===== src/hdl/multi_queue_byte_ring_buffer_macros.svh =====
// Assertion macros used by the ring buffer datapath.
`ifndef MULTI_QUEUE_BYTE_RING_BUFFER_MACROS_SVH
`define MULTI_QUEUE_BYTE_RING_BUFFER_MACROS_SVH

// The consequent must hold in the same cycle as the antecedent.
`define MQRB_ASSERT_SAME(lbl, clk, rst_n, ante, cons, msg) \
    lbl: assert property (@(posedge clk) disable iff (!(rst_n)) (ante) |-> (cons)) \
        else $error(msg);

// The consequent must hold in the cycle after the antecedent.
`define MQRB_ASSERT_NEXT(lbl, clk, rst_n, ante, cons, msg) \
    lbl: assert property (@(posedge clk) disable iff (!(rst_n)) (ante) |=> (cons)) \
        else $error(msg);

`endif


===== src/hdl/mqrb_pkg.sv =====
`timescale 1ns / 1ps
`default_nettype none
package mqrb_pkg;

    localparam int N_REGS          = 4;
    localparam int DEF_NUM_QUEUES  = 4;
    localparam int DEF_QUEUE_DEPTH = 64;
    localparam int CFG_W           = 7;
    localparam int QID_W           = 2;
    localparam int BYTE_W          = 8;

    typedef enum logic [1:0] {
        ACT_WRITE    = 2'd0,
        ACT_READ     = 2'd1,
        ACT_READ_ALL = 2'd2,
        ACT_CLEAR    = 2'd3
    } t_action;

    typedef enum logic [1:0] {
        ST_OK     = 2'd0,
        ST_ABSENT = 2'd1,
        ST_FULL   = 2'd2,
        ST_EMPTY  = 2'd3
    } t_status;

    // Commands from the controller to the datapath.
    typedef struct packed {
        logic accept;     // input word taken this cycle
        logic ld_direct;  // load the immediate result into the output register
        logic rd_in;      // read the store at the addressed queue's head
        logic ld_mem;     // load the fetched byte into the output register
        logic rd_pos;     // fetch the next byte of a drain
    } t_cmd;

    // Status from the datapath to the controller.
    typedef struct packed {
        logic out_free;   // output register empty or being taken
        logic read_start; // the input word reads bytes from a non-empty queue
        logic xfer_last;  // the byte being delivered is the final one
    } t_stat;

endpackage
`default_nettype wire


===== src/hdl/mqrb_ctrl.sv =====
`timescale 1ns / 1ps
`default_nettype none
module mqrb_ctrl (
    input  wire logic          i_clk,
    input  wire logic          i_rst_n,
    input  wire logic          i_in_valid,
    output logic               o_in_stall,
    input  wire mqrb_pkg::t_stat i_stat,
    output mqrb_pkg::t_cmd     o_cmd
);

    typedef enum logic [1:0] {
        S_IDLE = 2'b01,
        S_XFER = 2'b10
    } t_state;

    t_state r_state, n_state;

    always_comb begin
        o_cmd      = '0;
        o_in_stall = 1'b1;
        n_state    = r_state;
        case (r_state)
            S_IDLE: begin
                o_in_stall = !i_stat.out_free;
                if (i_in_valid && i_stat.out_free) begin
                    o_cmd.accept = 1'b1;
                    if (i_stat.read_start) begin
                        o_cmd.rd_in = 1'b1;
                        n_state     = S_XFER;
                    end else begin
                        o_cmd.ld_direct = 1'b1;
                    end
                end
            end
            S_XFER: begin
                // Each delivered byte launches the fetch of the one after it.
                if (i_stat.out_free) begin
                    o_cmd.ld_mem = 1'b1;
                    if (i_stat.xfer_last) begin
                        n_state = S_IDLE;
                    end else begin
                        o_cmd.rd_pos = 1'b1;
                    end
                end
            end
            default: begin
                n_state = S_IDLE;
            end
        endcase
    end

    always_ff @(posedge i_clk) begin
        if (!i_rst_n) begin
            r_state <= S_IDLE;
        end else begin
            r_state <= n_state;
        end
    end

endmodule
`default_nettype wire


===== src/hdl/mqrb_datapath.sv =====
`timescale 1ns / 1ps
`default_nettype none
`include "multi_queue_byte_ring_buffer_macros.svh"
module mqrb_datapath #(
    parameter int NUM_QUEUES  = mqrb_pkg::DEF_NUM_QUEUES,
    parameter int QUEUE_DEPTH = mqrb_pkg::DEF_QUEUE_DEPTH
) (
    input  wire logic                          i_clk,
    input  wire logic                          i_rst_n,
    input  wire logic [1:0]                    i_action,
    input  wire logic [mqrb_pkg::QID_W-1:0]    i_queue_id,
    input  wire logic [mqrb_pkg::BYTE_W-1:0]   i_data_in,
    input  wire logic                          i_cfg_we,
    input  wire logic [mqrb_pkg::QID_W-1:0]    i_cfg_idx,
    input  wire logic [mqrb_pkg::CFG_W-1:0]    i_cfg_data,
    input  wire logic                          i_out_stall,
    input  wire mqrb_pkg::t_cmd                i_cmd,
    output mqrb_pkg::t_stat                    o_stat,
    output logic                               o_out_valid,
    output logic [1:0]                         o_status,
    output logic [mqrb_pkg::BYTE_W-1:0]        o_data_out,
    output logic                               o_last
);

    localparam int PW    = $clog2(QUEUE_DEPTH);
    localparam int LW    = $clog2(QUEUE_DEPTH + 1);
    localparam int AW    = mqrb_pkg::QID_W + PW;
    localparam int DEPTH = 1 << AW;

    logic [LW-1:0] r_len  [mqrb_pkg::N_REGS];
    logic [PW-1:0] r_head [mqrb_pkg::N_REGS];
    logic [PW-1:0] r_tail [mqrb_pkg::N_REGS];

    logic [mqrb_pkg::BYTE_W-1:0] r_store [DEPTH];
    logic [mqrb_pkg::BYTE_W-1:0] r_rd_data;

    logic [mqrb_pkg::QID_W-1:0]  r_q;
    logic [PW-1:0]               r_pos;
    logic [PW-1:0]               r_cnt;

    logic                        r_out_valid;
    mqrb_pkg::t_status           r_status;
    logic [mqrb_pkg::BYTE_W-1:0] r_data;
    logic                        r_last;

    mqrb_pkg::t_action act;
    mqrb_pkg::t_status dir_status;
    logic [LW-1:0]     len_q;
    logic [PW-1:0]     head_q, tail_q, head_nx, tail_nx, pos_nx, count_q;
    logic [LW-1:0]     head_inc, tail_inc, pos_inc;
    logic              present, empty, full, wr_en, cfg_hit;
    logic [LW-1:0]     cfg_len;

    assign act     = mqrb_pkg::t_action'(i_action);
    assign len_q   = r_len[i_queue_id];
    assign head_q  = r_head[i_queue_id];
    assign tail_q  = r_tail[i_queue_id];
    assign present = (len_q != '0);
    assign empty   = (head_q == tail_q);

    assign head_inc = LW'(head_q) + LW'(1);
    assign tail_inc = LW'(tail_q) + LW'(1);
    assign pos_inc  = LW'(r_pos) + LW'(1);
    assign head_nx  = (head_inc == len_q) ? '0 : head_inc[PW-1:0];
    assign tail_nx  = (tail_inc == len_q) ? '0 : tail_inc[PW-1:0];
    assign pos_nx   = (pos_inc == r_len[r_q]) ? '0 : pos_inc[PW-1:0];
    assign full     = (tail_nx == head_q);

    // Stored bytes, following wraparound of the ring.
    always_comb begin
        logic [LW-1:0] diff;
        if (tail_q >= head_q) begin
            diff = LW'(tail_q) - LW'(head_q);
        end else begin
            diff = LW'(tail_q) + len_q - LW'(head_q);
        end
        count_q = diff[PW-1:0];
    end

    always_comb begin
        dir_status = mqrb_pkg::ST_OK;
        if (!present) begin
            dir_status = mqrb_pkg::ST_ABSENT;
        end else begin
            case (act)
                mqrb_pkg::ACT_WRITE: begin
                    if (full) dir_status = mqrb_pkg::ST_FULL;
                end
                mqrb_pkg::ACT_READ, mqrb_pkg::ACT_READ_ALL: begin
                    if (empty) dir_status = mqrb_pkg::ST_EMPTY;
                end
                default: begin
                    dir_status = mqrb_pkg::ST_OK;
                end
            endcase
        end
    end

    assign wr_en = i_cmd.accept && present && (act == mqrb_pkg::ACT_WRITE) && !full;

    assign o_stat.out_free   = !r_out_valid || !i_out_stall;
    assign o_stat.read_start = present && !empty &&
                               (act == mqrb_pkg::ACT_READ || act == mqrb_pkg::ACT_READ_ALL);
    assign o_stat.xfer_last  = (r_cnt == PW'(1));

    // Lengths above the queue depth act as the full depth.
    assign cfg_hit = i_cfg_we && (int'(i_cfg_idx) < NUM_QUEUES);
    assign cfg_len = (i_cfg_data > mqrb_pkg::CFG_W'(QUEUE_DEPTH)) ?
                     LW'(QUEUE_DEPTH) : i_cfg_data[LW-1:0];

    always_ff @(posedge i_clk) begin
        if (!i_rst_n) begin
            for (int k = 0; k < mqrb_pkg::N_REGS; k++) begin
                r_len[k]  <= '0;
                r_head[k] <= '0;
                r_tail[k] <= '0;
            end
        end else if (cfg_hit) begin
            r_len[i_cfg_idx]  <= cfg_len;
            r_head[i_cfg_idx] <= '0;
            r_tail[i_cfg_idx] <= '0;
        end else if (i_cmd.accept && present) begin
            case (act)
                mqrb_pkg::ACT_WRITE: begin
                    if (!full) r_tail[i_queue_id] <= tail_nx;
                end
                mqrb_pkg::ACT_READ: begin
                    if (!empty) r_head[i_queue_id] <= head_nx;
                end
                default: begin
                    r_head[i_queue_id] <= '0;
                    r_tail[i_queue_id] <= '0;
                end
            endcase
        end
    end

    always_ff @(posedge i_clk) begin
        if (wr_en) begin
            r_store[{i_queue_id, tail_q}] <= i_data_in;
        end
        if (i_cmd.rd_in) begin
            r_rd_data <= r_store[{i_queue_id, head_q}];
        end else if (i_cmd.rd_pos) begin
            r_rd_data <= r_store[{r_q, r_pos}];
        end
    end

    always_ff @(posedge i_clk) begin
        if (!i_rst_n) begin
            r_cnt <= '0;
            r_pos <= '0;
            r_q   <= '0;
        end else if (i_cmd.rd_in) begin
            r_q   <= i_queue_id;
            r_pos <= head_nx;
            r_cnt <= (act == mqrb_pkg::ACT_READ) ? PW'(1) : count_q;
        end else if (i_cmd.rd_pos) begin
            r_pos <= pos_nx;
            r_cnt <= r_cnt - PW'(1);
        end
    end

    always_ff @(posedge i_clk) begin
        if (!i_rst_n) begin
            r_out_valid <= 1'b0;
        end else if (i_cmd.ld_direct || i_cmd.ld_mem) begin
            r_out_valid <= 1'b1;
        end else if (!i_out_stall) begin
            r_out_valid <= 1'b0;
        end
    end

    always_ff @(posedge i_clk) begin
        if (i_cmd.ld_direct) begin
            r_status <= dir_status;
            r_data   <= '0;
            r_last   <= 1'b1;
        end else if (i_cmd.ld_mem) begin
            r_status <= mqrb_pkg::ST_OK;
            r_data   <= r_rd_data;
            r_last   <= o_stat.xfer_last;
        end
    end

    assign o_out_valid = r_out_valid;
    assign o_status    = r_status;
    assign o_data_out  = r_data;
    assign o_last      = r_last;

    `MQRB_ASSERT_SAME(a_xfer_count, i_clk, i_rst_n, i_cmd.ld_mem, r_cnt != '0, "byte delivered with no count left")
    `MQRB_ASSERT_SAME(a_load_free, i_clk, i_rst_n, i_cmd.ld_direct || i_cmd.ld_mem, o_stat.out_free, "output register overwritten")
    `MQRB_ASSERT_NEXT(a_drain_end, i_clk, i_rst_n, i_cmd.ld_mem && o_stat.xfer_last, !i_cmd.ld_mem, "transfer continued past the final byte")

endmodule
`default_nettype wire


===== src/hdl/multi_queue_byte_ring_buffer.sv =====
`timescale 1ns / 1ps
`default_nettype none
// Write, clear and refused words give their result in the cycle after acceptance;
// a read gives its byte through the registered store read, then the output register.
// One word per cycle for write, clear and error results unless the output stalls;
// a read or read-all stalls new words until its bytes pass the single store read port.
// Reset is synchronous and active low: lengths and pointers go to zero, the byte store
// is not cleared and needs no clearing pass.
module multi_queue_byte_ring_buffer #(
    parameter int NUM_QUEUES  = mqrb_pkg::DEF_NUM_QUEUES,
    parameter int QUEUE_DEPTH = mqrb_pkg::DEF_QUEUE_DEPTH
) (
    input  wire logic                        i_clk,
    input  wire logic                        i_rst_n,
    input  wire logic                        i_in_valid,
    output logic                             o_in_stall,
    input  wire logic [1:0]                  i_action,
    input  wire logic [mqrb_pkg::QID_W-1:0]  i_queue_id,
    input  wire logic [mqrb_pkg::BYTE_W-1:0] i_data_in,
    output logic                             o_out_valid,
    input  wire logic                        i_out_stall,
    output logic [1:0]                       o_status,
    output logic [mqrb_pkg::BYTE_W-1:0]      o_data_out,
    output logic                             o_last,
    input  wire logic                        i_cfg_we,
    input  wire logic [mqrb_pkg::QID_W-1:0]  i_cfg_idx,
    input  wire logic [mqrb_pkg::CFG_W-1:0]  i_cfg_data
);

    mqrb_pkg::t_cmd  cmd;
    mqrb_pkg::t_stat stat;

    mqrb_ctrl u_ctrl (
        .i_clk      (i_clk),
        .i_rst_n    (i_rst_n),
        .i_in_valid (i_in_valid),
        .o_in_stall (o_in_stall),
        .i_stat     (stat),
        .o_cmd      (cmd)
    );

    mqrb_datapath #(
        .NUM_QUEUES  (NUM_QUEUES),
        .QUEUE_DEPTH (QUEUE_DEPTH)
    ) u_datapath (
        .i_clk       (i_clk),
        .i_rst_n     (i_rst_n),
        .i_action    (i_action),
        .i_queue_id  (i_queue_id),
        .i_data_in   (i_data_in),
        .i_cfg_we    (i_cfg_we),
        .i_cfg_idx   (i_cfg_idx),
        .i_cfg_data  (i_cfg_data),
        .i_out_stall (i_out_stall),
        .i_cmd       (cmd),
        .o_stat      (stat),
        .o_out_valid (o_out_valid),
        .o_status    (o_status),
        .o_data_out  (o_data_out),
        .o_last      (o_last)
    );

endmodule
`default_nettype wire

===== config.mk =====
export PLATFORM = sky130hd
export DESIGN_NAME = multi_queue_byte_ring_buffer
export DESIGN_NICKNAME = d
export VERILOG_FILES = /design/src/hdl/mqrb_pkg.sv /design/src/hdl/mqrb_ctrl.sv /design/src/hdl/mqrb_datapath.sv /design/src/hdl/multi_queue_byte_ring_buffer.sv
export VERILOG_INCLUDE_DIRS = /design/src /design/src/hdl
export SDC_FILE = /design/constraint.sdc
export NUM_CORES = 2
export LEC_CHECK = 0
export BUFFER_PORTS_ARGS = -buffer_cell sky130_fd_sc_hd__buf_2
export CAP_MARGIN = 20
export CORE_MARGIN = 3
export CORE_UTILIZATION = 40
export DETAILED_ROUTE_END_ITERATION = 16
export GPL_TIMING_DRIVEN = 0
export MAX_ROUTING_LAYER = met4
export SYNTH_ARGS = -nofsm -noshare
export SYNTH_HDL_FRONTEND = slang
export SYNTH_SLANG_ARGS = --single-unit

===== constraint.sdc =====
create_clock -name i_clk -period 8.83 [get_ports i_clk]
set_clock_uncertainty 0.05 [all_clocks]
set_input_delay 1.3245 -clock i_clk [delete_from_list [all_inputs] [get_ports i_clk]]
set_output_delay 1.3245 -clock i_clk [all_outputs]
set_load 0.01 [all_outputs]

==> summary by stage <==
STA
The final worst-path setup slack is -0.520 ns. The max-slew violation total from the final report is 0. The minimum clock period is 9.35 ns. The maximum operating frequency is 0.107 GHz. Measured against its own limit, the worst slew margin works out to 0.108. The setup violation total in the final timing report is 4. Setup repair after global routing left no endpoint under its margin. Dividing the final minimum period by the clock period gives 1.06.

The final-report hold violation count is 0. For the pin with the worst max-slew slack, the measured transition is 1.34 ns.

Critical path
The cell family with the largest share of critical-path delay is buffers and inverters. The cell with the biggest individual delay on the critical path is sky130_fd_sc_hd__buf_2. Counting both buffers and inverters, the worst setup path holds a total of 10.

Of all nets on the critical path, the largest fanout is 11. The launching element type of the critical path is an input pin. By startpoint and endpoint, the worst setup path is classified as in2reg. For this run, the slowest stage of the critical path takes 1.01 ns.

Data on the critical path arrives at its endpoint at 9.88 ns. At the worst endpoint, the required time is 9.36 ns. The signal on the critical path passes through buf_6, buf_4, buf_4, mux4_2, buf_2, inv_1, buf_2, buf_2, buf_2, buf_2, buf_2, nand2_1, a32oi_1, nand4_1, nand4_1, a21oi_1, a21oi_1. The endpoint kind of the worst setup timing path is a register. The cell that appears most often on the critical path is sky130_fd_sc_hd__buf_2.

Drt
The count of unresolved DRC violations after routing is 0. The violation count after the first detailed-routing iteration is 16700. The first-pass iteration count of the detailed router is 9. The met3 routed wirelength is 106 mm. The post-route met1 wirelength is 207 mm. The vias after detailed routing is 75400. After detailed routing, the number of vias per cell comes to 7.58. After detailed routing, the average wire length per cell comes to 63.0 µm. The routed length on met2 is 245 mm. The residual antenna-violating net count after detailed routing is 0. In this run the top signal layer used is met4. The wire length after detailed routing is 627 mm.

Final layout
Compared with the post-synthesis result, the final layout area differs by 18.4%. The layout net count is 6310. The final-layout fill cell count is 21400. The top cell types in the final layout, fill and taps aside, are sky130_fd_sc_hd__edfxtp_1 (2134), sky130_fd_sc_hd__mux4_2 (1130), sky130_fd_sc_hd__nand2_1 (646).

The proportion of layout cells with a drive suffix above 1 is 0.359. The area of all placed cells without fillers is 0.121 mm². The most frequent standard cell in the layout excluding fill and tap cells is sky130_fd_sc_hd__edfxtp_1.

Yosys
The fraction of synthesized cell area taken by the top area cell type is 0.627. The number of nets in the synthesized netlist is 5686. The biggest area contributor in the post-synthesis netlist is sky130_fd_sc_hd__edfxtp_1.

After synthesis, the mean cell area works out to 18.2 µm². The cell count after synthesis is 5631. The number of enable-type register cells in the synthesized netlist is 2134. The share of the Yosys chip area taken by registers is 0.632. For this run, the number of Yosys warnings is 0. The most used flip-flop cell after synthesis is sky130_fd_sc_hd__edfxtp_1.

The proportion of synthesized flip-flops having asynchronous set or reset is 0. The synthesized design contains 2162 register bits. Yosys mapped the design onto 71 distinct sky130hd cell types. By area the synthesized netlist is led by sky130_fd_sc_hd__edfxtp_1 (63%), sky130_fd_sc_hd__mux4_2 (25%), sky130_fd_sc_hd__nand2_1 (2.4%), sky130_fd_sc_hd__nor2_1 (1.3%), sky130_fd_sc_hd__mux2i_1 (1.1%).

The summed instance area of the synthesized netlist is 0.102 mm².

Place
The wire-length estimate of the detail-placed layout is 458 mm. The last weighted congestion value of the routability-driven placer is 1.11. The placed instance area is 0.113 mm². The number of port buffers is 37.

Floorplan
Pin placement for this block handled 39 I/O pins. The floorplan step defined a core boundary enclosing 0.254 mm². The initialized floorplan defines 185 standard-cell rows.

The die is 512 µm wide. For this configuration, the core starts out at a cell density of 0.402. The floorplan step set the die height to 512 µm. The overall die area is 0.262 mm².

Flow run
Max-cap violations in this run came to 0.

Pwr
The proportion of power drawn by combinational gates is 0.206. VDD sags by at most 0.000211 V. The internal power is 18.8 mW. In this run the static leakage power is 38.0 nW. The overall power after layout is 27.4 mW. Dividing total power by cell area gives a power density of 226 mW/mm². The analysis attributes to net switching a power of 8.58 mW. The switching part of the total power is 0.314. The sequential group share of total power is 0.414.

Of the total power, the clock network draws 0.380.

CTS
The clock latency reported for the late side of the worst-skew pair is 0.91 ns. Post-CTS timing repair inserted 0 buffers for setup. The cell at the root of the clock tree is sky130_fd_sc_hd__clkbuf_16. The level count of the clock H-tree is 4. The register clock-pin slew on the reported worst setup and hold paths is 0.07 ns. The number of clock buffers added by TritonCTS is 235. The clock tree from TritonCTS is done. For this design, the sink count on the clock tree is 2162.

Counting along the longest clock path gives a buffer depth of 3.

GRT
The total overflow left after global routing is 0. The first global-routing pass estimated 775 mm of wire. The number of global-route vias before repair is 68000. Entering global routing, the biggest net connects 161 pins. The number of antenna violations at the first check in global routing was 129. The overall fraction of global-route tracks in use is 0.487.

Status
The flow ran to the end, but the final reports show violations. The checks that failed: setup timing.

Worst hold path
The type of the tightest min-delay check is reg2reg.
## area by class of cell
| type | count | area (µm²) | area share |
|---|---|---|---|
| multi-input combinational | 2993 | 35700 | 0.295 |
| clock inverter | 156 | 1760 | 0.0145 |
| clock buffer | 277 | 6120 | 0.0506 |
| antenna | 129 | 323 | 0.00267 |
| buffer | 432 | 2210 | 0.0182 |
| inverter | 43 | 161 | 0.00133 |
| timing repair buffer | 388 | 5960 | 0.0493 |
| sequential | 2162 | 64600 | 0.534 |
| tap | 3366 | 4210 | 0.0348 |
## metrics by stage
step / util / hold WS (ns) / std cells / setup TNS (ns) / setup slack, ns
2_1_floorplan: - / 0.387 / 5631 / 0 / 2.98
3_3_place_gp: 0.420 / 0.400 / 9034 / -133.89 / -3.57
3_5_place_dp: 0.443 / 0.403 / 9356 / -8.20 / -1.07
4_1_cts: 0.474 / 0.411 / 9789 / 0 / 0.0376
5_1_grt: 0.476 / 0.434 / 9914 / 0 / 0.126
6_report: 0.476 / 0.413 / 9946 / -0.992 / -0.520
## state kept, by name, indices dropped and copies added (netlist names), named ones only
signal and count:
u_datapath.o_last 1, u_datapath.o_out_valid 1, u_datapath.r_len 28, u_datapath.r_tail 24, u_datapath.o_data_out 8, u_datapath.r_cnt 6
u_datapath.r_rd_data 8, u_datapath.r_pos 6, u_ctrl.r_state 2, u_datapath.r_head 24, u_datapath.o_status 2, u_datapath.r_q 2
u_datapath.r_store 2048
## worst paths after layout
check / cells past startpoint / from / end / slack [ns]
hold / removal: 1 / u_datapath.o_last / u_datapath.o_last / 0.41
setup / recovery: 17 / i_queue_id[0] / u_datapath.r_rd_data[6] / -0.52
hold reg to reg: 1 / u_datapath.o_last / u_datapath.o_last / 0.41
setup reg to reg: 14 / u_datapath.r_head[3][2] / u_datapath.r_rd_data[6] / 0.22
## routing by layer
layer  up-vias  track usage
li1      24900            -
met3      2341        0.262
met4         0        0.411
met1     39900        0.557
met5         -            -
met2      8308        0.615
## power groups by stage
stage	Sequential, mW	Combinational, mW	Clock, mW
floorplan	11.5	2.03	0
finish	11.3	5.63	10.4
global placement	11.6	4.84	0
global route	11.3	5.35	10.7
CTS	11.3	5.17	10.3
detailed placement	11.6	5.16	0
## Yosys cell counts, drive strengths merged, types with 41 or more instances
master	n
mux4	1130
inv	41
mux2i	110
nand3	220
a31oi	68
buf	241
nor2	361
edfxtp	2134
a32oi	90
nand2	648
clkbuf	192
a21oi	48
nand4	44
## cells by family after synthesis
logic type / count (synthesis) / share of synthesized area
flip-flops: 2162 / 0.632
AND/OR/NAND/NOR: 1383 / 0.0589
multiplexers: 1244 / 0.260
buffers and inverters: 476 / 0.0206
AO/OA/AOI/OAI: 294 / 0.0207
XOR/XNOR: 43 / 0.00387
adder cells (fa/ha/maj): 29 / 0.00399
## timing repair
item                       CTS  global route
setup endpoints to repair    1             1
gates resized for setup      1             0
hold buffers                 0             0
Note: power is estimated with default switching activity, not from simulation.
